**config.mk**
```make
export PLATFORM = sky130hd
export DESIGN_NAME = arw_check
export DESIGN_NICKNAME = d
export VERILOG_FILES = /design/src/rtl/anti_replay_window_check_assert.svh /design/src/rtl/arw_pkg.sv /design/src/rtl/arw_check.sv
export SDC_FILE = /design/constraint.sdc
export NUM_CORES = 1
export LEC_CHECK = 0
export ABC_AREA = 1
export BUFFER_PORTS_ARGS = -buffer_cell sky130_fd_sc_hd__buf_2
export CAP_MARGIN = 20
export CORE_UTILIZATION = 44
export DETAILED_ROUTE_END_ITERATION = 10
export GPL_TIMING_DRIVEN = 1
export PLACE_DENSITY = 0.81
export RECOVER_POWER = 100
export SETUP_SLACK_MARGIN = 0.1
export SYNTH_ARGS = -nofsm -noshare
export SYNTH_HDL_FRONTEND = slang
export SYNTH_SLANG_ARGS = --single-unit
```
**constraint.sdc**
```tcl
create_clock -name vclk -period 4.2
set_input_delay 0.63 -clock vclk [all_inputs]
set_output_delay 0.63 -clock vclk [all_outputs]
set_load 0.005 [all_outputs]
```
**src/rtl/anti_replay_window_check_assert.svh**
```systemverilog
// Assertion macros for the anti-replay window check.
// Included by the RTL modules that carry concurrent assertions; no other dependency.
`ifndef ANTI_REPLAY_WINDOW_CHECK_ASSERT_SVH
`define ANTI_REPLAY_WINDOW_CHECK_ASSERT_SVH

`ifndef NO_ASSERTIONS

// Clocked check, disabled while reset is asserted
`define ARW_ASSERT(lbl, clk, rst_n, prop, msg) \
	lbl: assert property (@(posedge clk) disable iff (!rst_n) prop) else $error(msg);

// Clocked check, active during reset as well
`define ARW_ASSERT_ALWAYS(lbl, clk, prop, msg) \
	lbl: assert property (@(posedge clk) prop) else $error(msg);

`else

`define ARW_ASSERT(lbl, clk, rst_n, prop, msg)
`define ARW_ASSERT_ALWAYS(lbl, clk, prop, msg)

`endif

`endif

```
**src/rtl/arw_pkg.sv**
```systemverilog
// Shared types and constants of the anti-replay window check.
// No dependencies; used by the interfaces, arw_check and the top level.
`default_nettype none

package arw_pkg;

	localparam int SEQ_W      = 32;
	localparam int WIN_W      = 9;
	localparam int CFG_IDX_W  = 2;
	localparam int CFG_DATA_W = 32;

	// Register indexes of the configuration port
	localparam logic [CFG_IDX_W-1:0] CFG_REPLAY_ENABLE = 2'd0;
	localparam logic [CFG_IDX_W-1:0] CFG_WINDOW_SIZE   = 2'd1;

	typedef enum logic [1:0] {
		VERDICT_ACCEPT = 2'd0,
		VERDICT_OLD    = 2'd1,
		VERDICT_DUP    = 2'd2
	} verdict_t;

	typedef struct packed {
		logic             enable;
		logic [WIN_W-1:0] window;
	} arw_cfg_t;

	typedef struct packed {
		verdict_t         verdict;
		logic             update;
		logic [SEQ_W-1:0] highest;
	} arw_decision_t;

endpackage

`default_nettype wire

```
**src/rtl/arw_check.sv**
```systemverilog
// Verdict logic of the anti-replay window check: window test, duplicate test, new highest.
// Depends on arw_pkg; instantiated by anti_replay_window_check.
`default_nettype none

module arw_check #(
	parameter int WINDOW_BITS = 256
) (
	input  arw_pkg::arw_cfg_t          cfg,
	input  logic [arw_pkg::SEQ_W-1:0]  seq,
	input  logic [arw_pkg::SEQ_W-1:0]  highest,
	input  logic                       seen,
	output arw_pkg::arw_decision_t     decision
);
	import arw_pkg::*;

	localparam int WIN_MAX = (1 << WIN_W) - 1;
	localparam logic [WIN_W-1:0] WIN_CAP = WIN_W'((WINDOW_BITS < WIN_MAX) ? WINDOW_BITS : WIN_MAX);

	logic [WIN_W-1:0] win_eff;
	logic             active;
	logic             newer;
	logic             older;
	logic [SEQ_W-1:0] age;
	logic             too_old;
	logic             dup;

	always_comb begin
		win_eff = (cfg.window > WIN_CAP) ? WIN_CAP : cfg.window;
		active  = cfg.enable && (win_eff != '0);
		newer   = seq > highest;
		older   = seq < highest;
		age     = highest - seq;
		too_old = older && (age >= {{(SEQ_W-WIN_W){1'b0}}, win_eff});
		// a number above the highest lands on a freshly aged slot
		dup     = seen && !newer;

		decision.update  = active && !too_old && !dup;
		decision.highest = (decision.update && newer) ? seq : highest;
		priority if (!active) begin
			decision.verdict = VERDICT_ACCEPT;
		end else if (too_old) begin
			decision.verdict = VERDICT_OLD;
		end else if (dup) begin
			decision.verdict = VERDICT_DUP;
		end else begin
			decision.verdict = VERDICT_ACCEPT;
		end
	end

endmodule

`default_nettype wire

```
# Yosys cells after proc, flatten, opt, wreduce, memory -nomap -nowiden
# Cells that the tools add are included.
dict set report totals {
  ff_bits 0
  latchBits 0
  ram_bits 0
  rom_bits 0
  inputBits 75
  out_inout_bits 35
  word_cells 20
  n_memories 0
}
dict set report op_classes {
  addsub 1
  multipliers 0
  div 0
  magnitude_cmp 4
  eq_ne 0
  shifts 0
  muxes 5
  bitwise 0
  reduce_logical 10
}
# operator n
set op_table {}
lappend op_table {{$ge A32 B9 Y1} 1}
lappend op_table {{$gt A32 B32 Y1} 1}
lappend op_table {{$lt A32 B32 Y1} 1}
lappend op_table {{$mux W32} 1}
lappend op_table {{$sub A32 B32 Y32} 1}
lappend op_table {{$gt A9 B9 Y1 const B} 1}
lappend op_table {{$mux W9} 1}
lappend op_table {{$reduce_bool A9 Y1} 1}
lappend op_table {{$logic_and A1 B1 Y1} 6}
lappend op_table {{$mux W2} 3}
lappend op_table {{$logic_not A1 Y1} 3}

# Longest topological paths before layout
dict set report logic_depth {
  depth_word 9
  mapped_depth 29
  ltp_nobuf 28
}

# Worst setup path after synthesis
# No wires, ideal clock.
dict set report synth_path {
  kind {input to output}
  start {input port highest[0] (netlist name)}
  end {output port decision[10] (netlist name)}
  arrival_time_ns 3.270
  required_time_ns 3.570
  slack_ns 0.300
  cell_stages 28
  path_cell_list {inv_1 > ha_1 > fa_1 > inv_1 > nand2_1 > nand2_1 > and2_1 > xor2_1 > ha_1 > nand2_1 > inv_1 > nand2_1 > nor2_1 > nor2_1 > nand2_1 > nand2_1 > nand2_1 > nor2_1 > nand3_1 > nor2_1 > nand2_1 > nor2_1 > nand3_1 > nand2_2 > nand3_4 > buf_6 > nand2_1 > nand2_1}
}
# element line
set synth_lines {}
lappend synth_lines {{start: declaration} arw_check.sv:10} ;# input logic [arw_pkg::SEQ_W-1:0] highest,
lappend synth_lines {{end: declaration} arw_check.sv:12} ;# output arw_pkg::arw_decision_t decision

==> flow_summary.rst <==
.. list-table::
   :header-rows: 1

   * - Metric
     - Value
   * - Area of all sequential standard cells
     - 0 um^2
   * - Instance count of the mapped netlist
     - 739
   * - Synth area leader
     - nand2_1
   * - Maximum resistive drop on vdd
     - 0.0000696 V
   * - Layout cells sized above 1
     - 26.5%
   * - Initial standard-cell utilization of the core
     - 45.9%
   * - Syn avg cell area
     - 4.83 um^2
   * - Number of global-route vias before repair
     - 4,273
   * - Port-buffer cells
     - 110
   * - Detailed-router iteration count before antenna repair
     - 6
   * - Die width
     - 92.0 um
   * - Layout sequential cell count
     - 0
   * - Endpoint class of the critical path
     - output port
   * - Crit-path slowest cell
     - fa_2
   * - Fmax
     - 0.229 GHz
   * - Final worst path period share
     - 104%
   * - Overall die area
     - 8470 um^2
   * - Net total in the final layout
     - 996
   * - GRT met1 Usage
     - 34.7%
   * - Area growth from synthesis to layout
     - 33.6%
   * - Die span in y
     - 92.0 um
   * - Distinct cells, synth
     - 36
   * - DRC violations left
     - 0
   * - Crit Path Max Fanout
     - 8
   * - Yosys warning count
     - 0
   * - HPWL Detailed
     - 9240 um
   * - Vias per Instance
     - 5.01
   * - Worst slew pin tran
     - 0.793 ns
   * - Critical path data required time
     - 3.57 ns
   * - Failing checks
     - setup timing
   * - Proportion of synthesized chip area in sequential cells
     - 0%
   * - Final Hold Viols
     - 0
   * - Post-route antenna net violation count
     - 0
   * - Number of clock buffers in the layout
     - 0
   * - RSZ-0062 raised after global routing
     - true
   * - 1st-iter DRT viols
     - 310
   * - Kind of path behind the tightest hold check
     - in -> out
   * - Grt met3 use
     - 2.07%
   * - Crit start category
     - primary input
   * - Static leakage
     - 3.02 nW
   * - Most numerous cell on the critical path
     - nand2_1
   * - GRT Residual Overflow
     - 0
   * - Pwr Total
     - 0.721 mW
   * - Number of antenna violations at the first check in global routing
     - 0
   * - Number of hold buffers added after cts
     - 0
   * - Largest net degree at the start of global routing
     - 20
   * - Most common library cell in the layout ignoring fill and taps
     - nand2_1
   * - Area inside the core boundary
     - 7770 um^2
   * - Worst relative slew slack
     - 46.8%
   * - # setup viols final
     - 34
   * - Pre-CTS setup slack
     - -0.223 ns
   * - Diode insertion count for antenna repair
     - 0
   * - Most used routing layer
     - met2
   * - Mapped cell area
     - 3570 um^2
   * - Nets in the synthesized netlist
     - 856
   * - Gp weighted congestion
     - 1.07
   * - CP Data Arrival Time
     - 3.74 ns
   * - Period minus WS final
     - 4.37 ns
   * - Pins over their slew limit
     - 0
   * - Max incr delay on CP
     - 0.35 ns
   * - Biggest area contributors in the synthesized netlist
     - nand2_1 (33%), inv_1 (15%), ha_1 (14%), nand4_1 (7.0%), nor2_1 (6.8%)
   * - Slack of the critical path
     - -0.172 ns
   * - Number of primary I/O pins
     - 110
   * - Total via count after detailed routing
     - 4,907
   * - WL/cell
     - 11.7 um
   * - Routing usage on met2
     - 46.8%
   * - Total routing usage reported by global routing
     - 26.0%
   * - Critical path start-end classification
     - in -> out
   * - Status
     - finished, violations left
   * - Wire length of the first global-routing pass
     - 18,500 um
   * - Max_cap viols
     - 0
   * - Overall routed net length
     - 11,500 um
   * - Share of the synthesized area in the top cell type
     - 32.5%
   * - PwrDens
     - 151 nW/um^2
   * - Count of fill cells added during filler insertion
     - 798
   * - Most used cells in the layout excluding fill and tap cells
     - nand2_1 (272), inv_1 (141), buf_2 (107)
   * - Number of rows in the core area
     - 32
==> cell usage after synthesis, types with 5 or more instances <==
library cell,count
a21oi_1,31
nor2_1,65
o21bai_1,7
inv_2,6
nand3_1,31
inv_1,147
xor2_1,7
nor3_1,5
nand2_1,309
clkbuf_1,6
nand2_2,6
nand4_1,40
ha_1,41
==> critical path: cells and delay by family <==
kind	cells	cell delay (ns)
xor gates and xnor gates	1	0.13
adders and majority gates	3	0.74
buffers and inverters	5	0.58
and+or+nand+nor	20	1.64
==> cell type report <==
class | instances | area [um^2] | area share [%]
tap | 102 | 128 | 2.68
multi-input combinational | 573 | 3150 | 66.1
inverter | 154 | 581 | 12.2
timing repair buffer | 150 | 907 | 19.0
==> metal layers <==
layer / routed length (um) / share of wire, %
met1: 5230 / 46
met2: 5390 / 47
met3: 799 / 7.0
met4: 68 / 0.59
met5: 0 / 0
==> kinds of logic (layout without fill, tap and decap cells) <==
group | Yosys count | count (layout) | share of synthesized area (%)
adder cells (fa/ha/maj) | 42 | 42 | 14.9
AND/OR/NAND/NOR | 476 | 476 | 56.9
buffers and inverters | 166 | 304 | 18.3
XOR/XNOR | 9 | 9 | 2.21
AO/OA/AOI/OAI | 46 | 46 | 7.65
==> repair_timing <==
| item | 4_1_cts | 5_1_grt |
|---|---|---|
| endpoints found under the setup margin | 34 | 35 |
| buffers inserted | 4 | 6 |
| pin swaps | 7 | 17 |
| gates cloned | 1 | 1 |
| gates resized for setup | 35 | 43 |
==> final timing paths <==
check / to / startpoint / slack [ns] / depth (start not counted)
worst max-delay path: decision[8] / seq[0] / -0.17 / 29
worst min-delay path: decision[7] / highest[7] / 1.54 / 4
==> stage by stage <==
| step | std cells | cell area [um^2] | hold WS (ns) | setup TNS (ns) | utilization [%] |
|---|---|---|---|---|---|
| 4_1_cts | 972 | 4560 | 1.52 | -1.40 | 58.8 |
| 5_1_grt | 979 | 4760 | 1.54 | -13.99 | 61.3 |
| 2_1_floorplan | 739 | 3570 | 1.35 | 0 | - |
| 3_3_place_gp | 967 | 4380 | 1.53 | -0.903 | 56.4 |
| 3_5_place_dp | 967 | 4380 | 1.53 | -6.64 | 56.4 |
| 6_report | 979 | 4760 | 1.54 | -5.09 | 61.3 |
==> power breakdown <==
group          switching (mW)  total [mW]  internal (mW)
clock                       0           0              0
combinational           0.423       0.721          0.298
sequential                  0           0              0
Note: power is estimated with default switching activity, not from simulation.
